==> src/design/lcx_pkg.sv <==
// Shared types, constants and the ratio^1.4 table for the two-channel lux calculator.
`default_nettype none
package lcx_pkg;

  localparam int POWER_TABLE_DEPTH = 64;
  localparam int LUX_FRACTION_BITS = 16;

  localparam int CNT_W   = 16;
  localparam int LUX_W   = 27;
  localparam int REG_W   = 3;
  localparam int Q_W     = CNT_W + 1;               // Q16 ratio, at most 0.5 in region 0 for nonzero broadband
  localparam int TBL_W   = 17;                      // table entries stay at or below 2^16
  localparam int SEG_W   = $clog2(POWER_TABLE_DEPTH + 1);
  localparam int M_VAL   = 2 * POWER_TABLE_DEPTH;   // nodes per unit of ratio
  localparam int M_W     = $clog2(M_VAL + 1);
  localparam int POS_W   = Q_W + M_W;
  localparam int COEF_W  = 29;
  localparam int BBP_W   = CNT_W + TBL_W;
  localparam int PROD_W  = 48;
  localparam int SHIFT   = 32 - LUX_FRACTION_BITS;
  localparam int DIV_CELLS = Q_W;

  localparam logic [LUX_W-1:0] LUX_MAX = {LUX_W{1'b1}};

  // Q32 coefficients
  localparam logic [COEF_W-1:0] C_0304  = 29'd130567006;
  localparam logic [COEF_W-1:0] C_062   = 29'd266287972;
  localparam logic [COEF_W-1:0] C_0224  = 29'd96207267;
  localparam logic [COEF_W-1:0] C_031   = 29'd133143986;
  localparam logic [COEF_W-1:0] C_0128  = 29'd54975581;
  localparam logic [COEF_W-1:0] C_0153  = 29'd65713000;
  localparam logic [COEF_W-1:0] C_00146 = 29'd6270652;
  localparam logic [COEF_W-1:0] C_00112 = 29'd4810363;

  typedef enum logic [REG_W-1:0] {
    RGN_LOW  = 3'd0,
    RGN_MID  = 3'd1,
    RGN_HIGH = 3'd2,
    RGN_TOP  = 3'd3,
    RGN_OFF  = 3'd4
  } region_t;

  // one request moving down the divider row
  typedef struct packed {
    logic              valid;
    logic [CNT_W-1:0]  bb;
    logic [CNT_W-1:0]  ir;
    region_t           region;
    logic [CNT_W-1:0]  rem;
    logic              nbit;
    logic [Q_W-1:0]    quo;
  } div_t;

  typedef logic [TBL_W-1:0] pow_arr_t [POWER_TABLE_DEPTH+1];

  // T[i] = floor(i*2^16/(2D)) * u >> 12, u = Q12 of r^0.4 by integer 5th root of w^2
  function automatic pow_arr_t pow_table_f();
    pow_arr_t        t;
    longint unsigned w, sq, lo, hi, mid, p5, v;
    for (int i = 0; i <= POWER_TABLE_DEPTH; i++) begin
      w  = (longint'(i) << 30) / M_VAL;
      sq = w * w;
      lo = 0;
      hi = 4095;
      for (int k = 0; k < 13; k++) begin
        if (lo < hi) begin
          mid = (lo + hi + 1) >> 1;
          p5  = mid * mid * mid * mid * mid;
          if (p5 <= sq) lo = mid;
          else hi = mid - 1;
        end
      end
      v    = (((longint'(i) << 16) / M_VAL) * lo) >> 12;
      t[i] = v[TBL_W-1:0];
    end
    return t;
  endfunction

  localparam pow_arr_t POW_TABLE = pow_table_f();

endpackage
`default_nettype wire

==> src/design/lcx_div_cell.sv <==
// One restoring-division cell: produces one quotient bit and passes the request on.
`default_nettype none
module lcx_div_cell (
  input  wire logic          clk,
  input  wire logic          rst_n,
  input  wire lcx_pkg::div_t d_in,
  output lcx_pkg::div_t      d_out
);
  import lcx_pkg::*;

  logic [CNT_W:0]   trial;
  logic             qbit;
  div_t             d_nxt;
  div_t             d_r;

  // shift in one dividend bit, subtract when it fits
  always_comb begin
    trial = {d_in.rem, d_in.nbit};
    qbit  = (trial >= {1'b0, d_in.bb});
    d_nxt = d_in;
    d_nxt.rem  = qbit ? CNT_W'(trial - {1'b0, d_in.bb}) : trial[CNT_W-1:0];
    d_nxt.nbit = 1'b0;
    d_nxt.quo  = {d_in.quo[Q_W-2:0], qbit};
  end

  always_ff @(posedge clk) begin
    if (!rst_n) begin
      d_r.valid <= 1'b0;
    end else begin
      d_r.valid <= d_nxt.valid;
    end
    d_r.bb     <= d_nxt.bb;
    d_r.ir     <= d_nxt.ir;
    d_r.region <= d_nxt.region;
    d_r.rem    <= d_nxt.rem;
    d_r.nbit   <= d_nxt.nbit;
    d_r.quo    <= d_nxt.quo;
  end

  assign d_out = d_r;
endmodule
`default_nettype wire

==> config.mk <==
export PLATFORM = sky130hd
export DESIGN_NAME = lcx_div_cell
export DESIGN_NICKNAME = d
export VERILOG_FILES = /design/src/design/lcx_pkg.sv /design/src/design/lcx_div_cell.sv
export SDC_FILE = /design/constraint.sdc
export NUM_CORES = 1
export LEC_CHECK = 0
export BUFFER_PORTS_ARGS = -buffer_cell sky130_fd_sc_hd__buf_2
export CORE_MARGIN = 2
export CORE_UTILIZATION = 44
export CTS_CLUSTER_SIZE = 30
export DETAILED_ROUTE_END_ITERATION = 8
export PLACE_DENSITY_LB_ADDON = 0.2
export SLEW_MARGIN = 20
export SYNTH_ARGS = -nofsm -noshare
export SYNTH_HDL_FRONTEND = slang
export SYNTH_SLANG_ARGS = --single-unit
==> constraint.sdc <==
create_clock -name clk -period 2.8 [get_ports clk]
set_input_delay 0.14 -clock clk [delete_from_list [all_inputs] [get_ports clk]]
set_output_delay 0.14 -clock clk [all_outputs]
set_load 0.05 [all_outputs]
==> metrics <==
synthesis-stage register bit count=69; initial core utilization=46.2%; Final WS setup=0.186 ns; layout cell share with drive strength beyond 1=40.0%; vias post-DR=2375; Synth Area per Inst=11.5 sq um; CTS HTree Levels=3; Startpoint Class=input port; mux cell area share after synthesis=5.49%; critical setup path kind=input port to flop; Area growth syn-to-layout=57.3%; slowest cell on the critical path=dlygate4sd3_1; dpl ws=0.372 ns; fin util=72.7%; vias in the first global route=2362; critical path fanouts, max=11; Max Fclk=383 MHz; largest family of logic cells by synthesized area=compound AO/OA/AOI/OAI gates; Hold Path Cell Cnt=3; RePlAce Congestion=0.796; CP cell instances=dlygate4sd3_1, buf_2, inv_1, ha_1, a21oi_2, o21ai_2, a221o_1, a221oi_4, and2_1, inv_4, mux2_4; CTS tree=done; CTS Sinks=69; hold path startpoint=d_in[17]; Detailed Route WL=7290 um; Post-synth EDFFs=0; syn nets=313; worst endpoint data arrival time=2.84 ns; clk buf depth=2; filler cell count=412; Post-Synth Simple-Gate Area=8.21%; XOR/XNOR Fraction of Synth Area=3.06%; Final min period=2.61 ns; RSZ-0062 raised after global routing=no; Die W=80.5 um; post-synthesis adder-cell area fraction=8.55%; largest net degree at the start of global routing=12; Synth warnings=0; placed insts=432; Die Area=6480 sq um; post-synthesis cell count=224; Most used DFF post-synth=dfxtp_1; Distinct cells, synth=47; clock-pin slew on the worst setup and hold paths=0.07 ns; post-route ant nets=0; crit path capture type=flop; ys async rst share=0%; Final Non-Filler Cells=499; first-pass GRT wire length=11300 um; IO Count=142; Hold Path Sink=d_out[18]; Pleak=0.00209 uW; post-cts sizing count=0; area leader, netlist=dfxtp_1; Slew headroom=61.9%; Pre-antenna DRT Iters=4; Setup Viol. Count Final=0; CP required=3.02 ns; PortBufs=139; post-route design area=4050 sq um; CP peak stage delay=0.51 ns; DRC violations left=0; GR Overflow Total=0; compound-cell area share of the yosys netlist=15.2%; fin crit share=93.4%; status=finished, final reports clean; Crit path buffers/inverters=4; Mapped Area=2570 sq um; sequential-to-total area share from yosys stat=53.6%; setup TNS=0 ns; worst hold path type=input port to flop; Largest register FFs=69; initial DRC count=57; Ant. Diodes=0; FP Rows=27; maxcap violations=0; HPWL after detailed placement=4710 um; Die Ht=80.5 um; nets=513; CP top delay family=compound AO/OA/AOI/OAI gates; Final Hold Viols=0; All-Layer GR Usage=23.3%; top post-synthesis cells by area=dfxtp_1 54%, ha_1 7.8%, mux2_4 4.7%; cts bufs inserted=9; antenna violations before repair=0; Placement Cell Area=3320 sq um; root buffer cell=clkbuf_8; post-synth top area share=53.6%; WL/cell=14.6 um; Pins Over Slew Limit=0; slew of the pin with the lowest slew margin=0.572 ns; pwr dens=674 nW/um^2; Vias/cell=4.76; peak supply drop=0.464 mV; core area=5570 sq um
==> final cells by class <==
class	instances	area [sq um]	area share (%)
multi-input cells	128	1050	25.9
clock buffers	9	124	3.06
well taps	72	90.1	2.22
flip-flops and latches	69	1380	34.1
inverters	21	81.3	2.01
clock inverters	5	77.6	1.92
repair buffers	195	1250	30.8
==> logic make-up (layout without fill, tap and decap cells) <==
| family | after synthesis | after routing |
|---|---|---|
| buffers and inverters | 27 | 230 |
| adder cells (fa/ha/maj) | 17 | 17 |
| AND/OR/NAND/NOR | 40 | 40 |
| flip-flops | 69 | 69 |
| XOR/XNOR | 9 | 9 |
| other | 1 | 1 |
| multiplexers | 10 | 10 |
| AO/OA/AOI/OAI | 51 | 51 |
==> cells in the mapped netlist (all sizes together) (3+ instances only) <==
master	count
dfxtp	69
inv	21
ha	16
nor2	11
o21ai	10
mux2	9
nand3	7
o21a	6
a21o	5
and2	5
buf	5
o31ai	5
xnor2	5
a21oi	4
nand2	4
xor2	4
a211o	3
a211oi	3
a21boi	3
and3	3
==> layout by cell type (no fill, tap or decap), types with 2 or more instances in the layout <==
cell           instances
buf_2                139
dfxtp_1               69
dlygate4sd3_1         53
inv_1                 20
ha_1                  16
nor2_1                11
o21ai_0                9
clkbuf_8               9
mux2_4                 8
nand3_1                7
o21a_1                 6
a21o_1                 5
o31ai_1                5
xnor2_1                5
nand2_1                4
and2_1                 4
xor2_1                 4
a21oi_1                3
and3_1                 3
a211o_1                3
a211oi_1               3
a21boi_0               3
buf_4                  3
nand2b_1               2
o211a_1                2
and3b_1                2
nand4_1                2
o211ai_1               2
nor3_1                 2
clkinv_2               2
bufinv_16              2
==> metrics by stage <==
step	hold slack, ns	power (uW)
global placement	0.243	1830
floorplan	0.168	1670
CTS	0.0213	2740
detailed placement	0.244	1840
finish	0.0388	2730
global route	0.0264	2860
==> how the worst max path moves through the flow <==
stage	start	endpoint	slack, ns	depth (start not counted)
3_3_place_gp	d_in[25]	d_out[20]	0.41	9
3_5_place_dp	d_in[25]	d_out[25]	0.37	9
2_1_floorplan	d_in[65]	d_out[20]	0.40	12
6_report	d_in[61]	d_out[26]	0.19	11
5_1_grt	d_in[61]	d_out[26]	0.09	11
4_1_cts	d_in[61]	d_out[25]	0.19	11
==> per-layer routing <==
| metal | vias up | wire [um] | global-route usage, % | share of wire (%) |
|---|---|---|---|---|
| li1 | 1176 | - | - | - |
| met1 | 1078 | 3080 | 26.5 | 42 |
| met2 | 111 | 3480 | 40.2 | 48 |
| met3 | 10 | 628 | 7.08 | 8.6 |
| met4 | 0 | 102 | 9.83 | 1.4 |
| met5 | - | 0 | 0 | 0 |
==> tightest hold or removal path: stages <==
cell	delay [ns]
buf_2	0.09
nand3_1	0.05
o21ai_0	0.06
==> power by group <==
| part | internal, uW | leakage, uW | switching (uW) |
|---|---|---|---|
| sequential | 1070 | 0.000582 | 22.2 |
| clock | 488 | 0.000101 | 360 |
| combinational | 274 | 0.00141 | 517 |
==> timing repair <==
action	CTS	global route
hold endpoints to repair	52	0
hold buffers	53	0
buffers inserted	0	0
No activity file was read; power rests on OpenSTA's default activity.
