[src/design/lcx_pkg.sv]
// Shared types, constants and the ratio^1.4 table for the two-channel lux calculator.
`default_nettype none
package lcx_pkg;

  localparam int POWER_TABLE_DEPTH = 64;
  localparam int LUX_FRACTION_BITS = 16;

  localparam int CNT_W   = 16;
  localparam int LUX_W   = 27;
  localparam int REG_W   = 3;
  localparam int Q_W     = CNT_W + 1;               // Q16 ratio, at most 0.5 in region 0 for nonzero broadband
  localparam int TBL_W   = 17;                      // table entries stay at or below 2^16
  localparam int SEG_W   = $clog2(POWER_TABLE_DEPTH + 1);
  localparam int M_VAL   = 2 * POWER_TABLE_DEPTH;   // nodes per unit of ratio
  localparam int M_W     = $clog2(M_VAL + 1);
  localparam int POS_W   = Q_W + M_W;
  localparam int COEF_W  = 29;
  localparam int BBP_W   = CNT_W + TBL_W;
  localparam int PROD_W  = 48;
  localparam int SHIFT   = 32 - LUX_FRACTION_BITS;
  localparam int DIV_CELLS = Q_W;

  localparam logic [LUX_W-1:0] LUX_MAX = {LUX_W{1'b1}};

  // Q32 coefficients
  localparam logic [COEF_W-1:0] C_0304  = 29'd130567006;
  localparam logic [COEF_W-1:0] C_062   = 29'd266287972;
  localparam logic [COEF_W-1:0] C_0224  = 29'd96207267;
  localparam logic [COEF_W-1:0] C_031   = 29'd133143986;
  localparam logic [COEF_W-1:0] C_0128  = 29'd54975581;
  localparam logic [COEF_W-1:0] C_0153  = 29'd65713000;
  localparam logic [COEF_W-1:0] C_00146 = 29'd6270652;
  localparam logic [COEF_W-1:0] C_00112 = 29'd4810363;

  typedef enum logic [REG_W-1:0] {
    RGN_LOW  = 3'd0,
    RGN_MID  = 3'd1,
    RGN_HIGH = 3'd2,
    RGN_TOP  = 3'd3,
    RGN_OFF  = 3'd4
  } region_t;

  // one request moving down the divider row
  typedef struct packed {
    logic              valid;
    logic [CNT_W-1:0]  bb;
    logic [CNT_W-1:0]  ir;
    region_t           region;
    logic [CNT_W-1:0]  rem;
    logic              nbit;
    logic [Q_W-1:0]    quo;
  } div_t;

  typedef logic [TBL_W-1:0] pow_arr_t [POWER_TABLE_DEPTH+1];

  // T[i] = floor(i*2^16/(2D)) * u >> 12, u = Q12 of r^0.4 by integer 5th root of w^2
  function automatic pow_arr_t pow_table_f();
    pow_arr_t        t;
    longint unsigned w, sq, lo, hi, mid, p5, v;
    for (int i = 0; i <= POWER_TABLE_DEPTH; i++) begin
      w  = (longint'(i) << 30) / M_VAL;
      sq = w * w;
      lo = 0;
      hi = 4095;
      for (int k = 0; k < 13; k++) begin
        if (lo < hi) begin
          mid = (lo + hi + 1) >> 1;
          p5  = mid * mid * mid * mid * mid;
          if (p5 <= sq) lo = mid;
          else hi = mid - 1;
        end
      end
      v    = (((longint'(i) << 16) / M_VAL) * lo) >> 12;
      t[i] = v[TBL_W-1:0];
    end
    return t;
  endfunction

  localparam pow_arr_t POW_TABLE = pow_table_f();

endpackage
`default_nettype wire

[src/design/lcx_lux_back.sv]
// Back end: table interpolation, coefficient products and clamped lux.
`default_nettype none
module lcx_lux_back (
  input  wire logic                       clk,
  input  wire logic                       rst_n,
  input  wire lcx_pkg::div_t              d_in,
  output logic                            out_valid,
  output logic [lcx_pkg::LUX_W-1:0]       out_lux_value,
  output logic [lcx_pkg::REG_W-1:0]       out_ratio_region
);
  import lcx_pkg::*;

  // stage 1: segment and fraction, table reads
  logic [POS_W-1:0] pos;
  logic [POS_W-1:0] seg_full;
  logic [SEG_W-1:0] seg;
  logic             at_end;
  logic [TBL_W-1:0] t0_nxt, dif_nxt;
  logic [15:0]      frac_nxt;

  logic             v1_r;
  logic [CNT_W-1:0] bb1_r, ir1_r;
  region_t          rg1_r;
  logic [TBL_W-1:0] t0_1_r, dif1_r;
  logic [15:0]      frac1_r;

  always_comb begin
    pos      = POS_W'(d_in.quo) * POS_W'(M_VAL);
    seg_full = pos >> 16;
    at_end   = (seg_full >= POS_W'(POWER_TABLE_DEPTH));
    seg      = seg_full[SEG_W-1:0];
    frac_nxt = pos[15:0];
    if (at_end) begin
      t0_nxt  = POW_TABLE[POWER_TABLE_DEPTH];
      dif_nxt = '0;
    end else begin
      t0_nxt  = POW_TABLE[seg];
      dif_nxt = POW_TABLE[SEG_W'(seg + 1'b1)] - POW_TABLE[seg];
    end
  end

  always_ff @(posedge clk) begin
    if (!rst_n) v1_r <= 1'b0;
    else v1_r <= d_in.valid;
    bb1_r   <= d_in.bb;
    ir1_r   <= d_in.ir;
    rg1_r   <= d_in.region;
    t0_1_r  <= t0_nxt;
    dif1_r  <= dif_nxt;
    frac1_r <= frac_nxt;
  end

  // stage 2: slope times fraction
  logic             v2_r;
  logic [CNT_W-1:0] bb2_r, ir2_r;
  region_t          rg2_r;
  logic [TBL_W-1:0] t0_2_r;
  logic [TBL_W+15:0] ip2_r;

  always_ff @(posedge clk) begin
    if (!rst_n) v2_r <= 1'b0;
    else v2_r <= v1_r;
    bb2_r  <= bb1_r;
    ir2_r  <= ir1_r;
    rg2_r  <= rg1_r;
    t0_2_r <= t0_1_r;
    ip2_r  <= (TBL_W+16)'(dif1_r) * (TBL_W+16)'(frac1_r);
  end

  // stage 3: interpolated power term
  logic             v3_r;
  logic [CNT_W-1:0] bb3_r, ir3_r;
  region_t          rg3_r;
  logic [TBL_W-1:0] p3_r;

  always_ff @(posedge clk) begin
    if (!rst_n) v3_r <= 1'b0;
    else v3_r <= v2_r;
    bb3_r <= bb2_r;
    ir3_r <= ir2_r;
    rg3_r <= rg2_r;
    p3_r  <= t0_2_r + ip2_r[TBL_W+15:16];
  end

  // stage 4: broadband times power term
  logic             v4_r;
  logic [CNT_W-1:0] bb4_r, ir4_r;
  region_t          rg4_r;
  logic [BBP_W-1:0] bbp4_r;

  always_ff @(posedge clk) begin
    if (!rst_n) v4_r <= 1'b0;
    else v4_r <= v3_r;
    bb4_r  <= bb3_r;
    ir4_r  <= ir3_r;
    rg4_r  <= rg3_r;
    bbp4_r <= BBP_W'(bb3_r) * BBP_W'(p3_r);
  end

  // stage 5: weighted terms per region
  logic [COEF_W-1:0] ca, cb;
  logic [PROD_W-1:0] b0_full;
  logic [PROD_W-1:0] a_nxt, b_nxt;
  logic              v5_r;
  region_t           rg5_r;
  logic [PROD_W-1:0] a5_r, b5_r;

  always_comb begin
    unique case (rg4_r)
      RGN_LOW:  begin ca = C_0304;  cb = '0;      end
      RGN_MID:  begin ca = C_0224;  cb = C_031;   end
      RGN_HIGH: begin ca = C_0128;  cb = C_0153;  end
      RGN_TOP:  begin ca = C_00146; cb = C_00112; end
      default:  begin ca = '0;      cb = '0;      end
    endcase
    b0_full = PROD_W'((64'(C_062) * 64'(bbp4_r)) >> 16);
    a_nxt   = PROD_W'(ca) * PROD_W'(bb4_r);
    b_nxt   = (rg4_r == RGN_LOW) ? b0_full : PROD_W'(cb) * PROD_W'(ir4_r);
  end

  always_ff @(posedge clk) begin
    if (!rst_n) v5_r <= 1'b0;
    else v5_r <= v4_r;
    rg5_r <= rg4_r;
    a5_r  <= a_nxt;
    b5_r  <= b_nxt;
  end

  // stage 6: difference, clamp, scale, saturate
  logic [PROD_W-1:0] dsh;
  logic [LUX_W-1:0]  lux_nxt;
  logic              v6_r;
  logic [LUX_W-1:0]  lux6_r;
  logic [REG_W-1:0]  rg6_r;

  always_comb begin
    dsh = (a5_r - b5_r) >> SHIFT;
    if (b5_r >= a5_r) lux_nxt = '0;
    else if (dsh > PROD_W'(LUX_MAX)) lux_nxt = LUX_MAX;
    else lux_nxt = dsh[LUX_W-1:0];
  end

  always_ff @(posedge clk) begin
    if (!rst_n) v6_r <= 1'b0;
    else v6_r <= v5_r;
    lux6_r <= lux_nxt;
    rg6_r  <= rg5_r;
  end

  assign out_valid        = v6_r;
  assign out_lux_value    = lux6_r;
  assign out_ratio_region = rg6_r;
endmodule
`default_nettype wire

[config.mk]
export PLATFORM = sky130hd
export DESIGN_NAME = lcx_lux_back
export DESIGN_NICKNAME = d
export VERILOG_FILES = /design/src/design/lcx_pkg.sv /design/src/design/lcx_lux_back.sv
export SDC_FILE = /design/constraint.sdc
export NUM_CORES = 2
export LEC_CHECK = 0
export BUFFER_PORTS_ARGS = -buffer_cell sky130_fd_sc_hd__buf_2
export CAP_MARGIN = 20
export CORE_UTILIZATION = 39
export CTS_CLUSTER_SIZE = 14
export DETAILED_ROUTE_END_ITERATION = 6
export PLACE_DENSITY = 0.64
export SLEW_MARGIN = 0
export SYNTH_ARGS = -nofsm -noshare
export SYNTH_HDL_FRONTEND = slang
export SYNTH_SLANG_ARGS = --single-unit
export TNS_END_PERCENT = 100
[constraint.sdc]
create_clock -name clk -period 10.6 [get_ports clk]
set_input_delay 1.06 -clock clk [delete_from_list [all_inputs] [get_ports clk]]
set_output_delay 1.06 -clock clk [all_outputs]
set_load 0.03 [all_outputs]
==> impl_metrics.py <==
metrics = {
    "yosys": {
        "synth-main-ff-cell": "dfxtp_1",
        "syn_avg_cell_area_sq_um": 9.55,
        "synthArstFlopShare_pct": 0,
        "yosysUniqueCellTypes": 79,
        "mappedNetlistArea_sq_mm": 0.0675,
        "synth_warnings": 0,
        "synth-seq-cells": 392,
        "syn_nets": 9335,
        "synth_edf_count": 0,
        "seq_area_frac_synth_pct": 11.6,
        "synthCells": 7070,
    },
    "critical_path": {
        "crit_type": "flop to flop",
        "cp_slowest_stage_delay_ps": 740,
        "start_kind": "flop",
        "cpMaxStageDelayCell": "a2111oi_0",
        "cp-startpoint": "rg4_r[2]",
        "worst-path-max-fanout": 18,
        "crit_top_cell": "fa_1",
        "crit_required_ps": 11170,
        "rr_startpoint": "rg4_r[2]",
        "arrival_ps": 9470,
        "endpoint_kind": "flop",
    },
    "floorplan": {
        "dieArea_sq_mm": 0.175,
        "fp.dieW_um": 418,
        "die_y_um": 418,
        "core_sq_mm": 0.172,
        "io_pins": 103,
        "initial_core_util_pct": 39.3,
        "num_rows": 152,
    },
    "placement": {
        "dp_hpwl_mm": 159,
        "gp_congestion": 0.978,
        "io_buffers": 85,
    },
    "clocking": {
        "htree_levels": 2,
        "cts_tree": "yes",
        "cts_resized": 0,
        "cts_hold_buffers": 0,
        "cts_inserted_buffers": 48,
        "clk_pin_slew_ps": 60,
        "clock_path_buffers": 3,
        "clk_latency_ps": 660,
        "post_cts_buffers": 0,
        "clock-sinks": 392,
        "cts_root_buffer": "clkbuf_16",
    },
    "global_routing": {
        "antenna_found_initial": 11,
        "grt_first_pass_wirelength_mm": 291,
        "grt_use_met1_pct": 28.8,
        "grtUsageMet2_pct": 36.3,
        "grt_use_met3_pct": 3.08,
        "grt_max_degree": 64,
        "grt-busiest-layer": "met2",
        "grt_usage_pct": 21.6,
        "gr-total-overflow": 0,
        "grt_pass1_vias": 51300,
    },
    "layout": {
        "fill_cells": 16800,
        "utilization_pct": 42.1,
        "multi_input_area_sq_mm": 0.0522,
        "layout-area-overhead-vs-synth_pct": 7.08,
        "nets": 9329,
        "seq_area_sq_mm": 0.00785,
        "drive_gt1_share_pct": 3.81,
    },
    "flow_run": {
        "max_cap_viol_count": 0,
    },
    "sta": {
        "fmax_ghz": 0.112,
        "finalHoldViolCount": 0,
        "period_share_pct": 83.9,
        "whs_ps": 321,
        "post-route-min-period_ps": 8900,
        "rsz0062_at_grt": "no",
        "tightest_slew_ps": 1070,
        "setup_tns_ps": 0,
        "slew_headroom_pct": 28.0,
        "slew_viol_final": 0,
        "setup_viol": 0,
        "skew_ps": 26.2,
    },
    "drt": {
        "vias": 47500,
        "routedWlPerCell_um": 19.5,
        "vias_per_cell": 5.05,
        "antenna_left": 0,
        "drc": 1,
        "dr.first_iter.drc_count": 3188,
        "dr.pass1.iters": 7,
        "routed_wirelength_mm": 184,
    },
    "worst_hold_path": {
        "min_from": "ir2_r[9]",
        "hold_class": "flop to flop",
    },
    "status": {
        "status": "complete, but fails checks",
        "failed_checks": "DRC",
    },
}
## cells in the final DEF, fill, tap and decap left out, types with 60 or more instances in the layout
master,netlist,layout
inv_1,1802,1802
fa_1,1413,1413
ha_1,780,780
nand2_1,636,635
dfxtp_1,392,391
nor2_1,248,246
a21oi_1,240,240
and2_1,188,188
o21ai_0,166,166
xnor2_1,144,143
a21o_1,107,107
buf_2,2,85
nand3_1,73,73
xor2_1,73,73
and3_1,60,60
## cells in the mapped netlist (all sizes together), types with 4 or more instances
| library cell | count | share of area, % |
|---|---|---|
| a211o | 8 | 0.10 |
| a211oi | 46 | 0.53 |
| and4 | 4 | 0.052 |
| or3 | 10 | 0.093 |
| mux4 | 6 | 0.20 |
| o21a | 54 | 0.60 |
| a31oi | 32 | 0.32 |
| o311ai | 4 | 0.052 |
| buf | 16 | 0.13 |
| clkbuf | 175 | 0.97 |
| o31ai | 10 | 0.11 |
| a221o | 5 | 0.076 |
| o31a | 8 | 0.10 |
| nand3b | 4 | 0.044 |
| a21boi | 7 | 0.078 |
| nor3 | 52 | 0.39 |
| a2111oi | 6 | 0.11 |
| a22oi | 4 | 0.044 |
| a31o | 7 | 0.091 |
| nand4 | 25 | 0.23 |
| and3 | 60 | 0.56 |
| o21ai | 176 | 1.3 |
| ha | 780 | 14 |
| fa | 1413 | 42 |
| nor2b | 34 | 0.32 |
| nor2 | 249 | 1.4 |
| a21oi | 240 | 1.8 |
| o22ai | 11 | 0.10 |
| o21bai | 27 | 0.30 |
| a21o | 107 | 1.2 |
| o211ai | 37 | 0.41 |
| dfxtp | 392 | 12 |
| a221oi | 13 | 0.17 |
| inv | 1802 | 10 |
| mux2i | 13 | 0.19 |
| a311oi | 9 | 0.12 |
| and2 | 188 | 1.7 |
| nand3 | 73 | 0.54 |
| nand2 | 637 | 3.5 |
| nor4 | 12 | 0.12 |
| xor2 | 73 | 0.95 |
| xnor2 | 144 | 1.9 |
| or2 | 20 | 0.19 |
| nand2b | 31 | 0.29 |
| o2111ai | 5 | 0.065 |
## final timing paths
kind	to	slack (ps)	depth (start not counted)
worst min register to register	ir3_r[9]	320	0
worst max-delay path	a5_r[43]	1700	26
worst max register to register	a5_r[43]	1700	26
worst min-delay path	ir3_r[9]	320	0
## cells by family (layout without fill, tap and decap cells)
kind of cell	count (synthesis)	count (layout)	share of synthesized area, %
xor gates and xnor gates	217	217	2.82
and+or+nand+nor	1413	1413	9.66
buffers and inverters	1995	2029	11.1
muxes	19	19	0.393
AOI/OAI and AO/OA	841	841	8.01
other	0	4	0
adders and majority gates	2193	2193	56.4
DFF	392	392	11.6
## routing by layer
| layer | share of wire (%) | wire length, um | vias up |
|---|---|---|---|
| li1 | - | - | 21700 |
| met1 | 42 | 77400 | 24100 |
| met2 | 48 | 87900 | 1551 |
| met3 | 7.0 | 12800 | 245 |
| met4 | 3.1 | 5690 | 4 |
| met5 | 0.017 | 31 | - |
## stage by stage
stage	instances	area (sq um)	worst slack, ps
detailed placement	9323	70500	1910
floorplan	7070	67500	3010
CTS	9413	72200	1870
global placement	9321	70500	1580
finish	9418	72300	1700
global route	9414	72300	1270
## critical path, delay by kind of cell, from the launching register on
family | cells | cell delay, ps
adders and majority gates | 7 | 3480
AOI/OAI and AO/OA | 7 | 2360
and+or+nand+nor | 6 | 1550
buffers and inverters | 5 | 660
xor gates and xnor gates | 1 | 150
DFF | 1 | 570
## state kept, by name (all words and copies together), names as in the netlist, 17 cells and up
| name | count |
|---|---|
| bbp4_r | 33 |
| ip2_r | 17 |
| dif1_r | 17 |
| out_lux_value | 27 |
| b5_r | 45 |
| p3_r | 17 |
| a5_r | 45 |
## layout make-up
cell class	instances	share of cell area [%]
antenna	4	0.0138
clock buffer	60	1.83
clock inverter	30	0.545
inverter	1804	9.37
multi-input combinational	4683	72.2
sequential	392	10.9
tap	2310	4.00
timing repair buffer	135	1.20
Power is left out: the tool's default activity adds up to more than one toggle a clock period on the data nets, which glitch-free logic cannot reach.
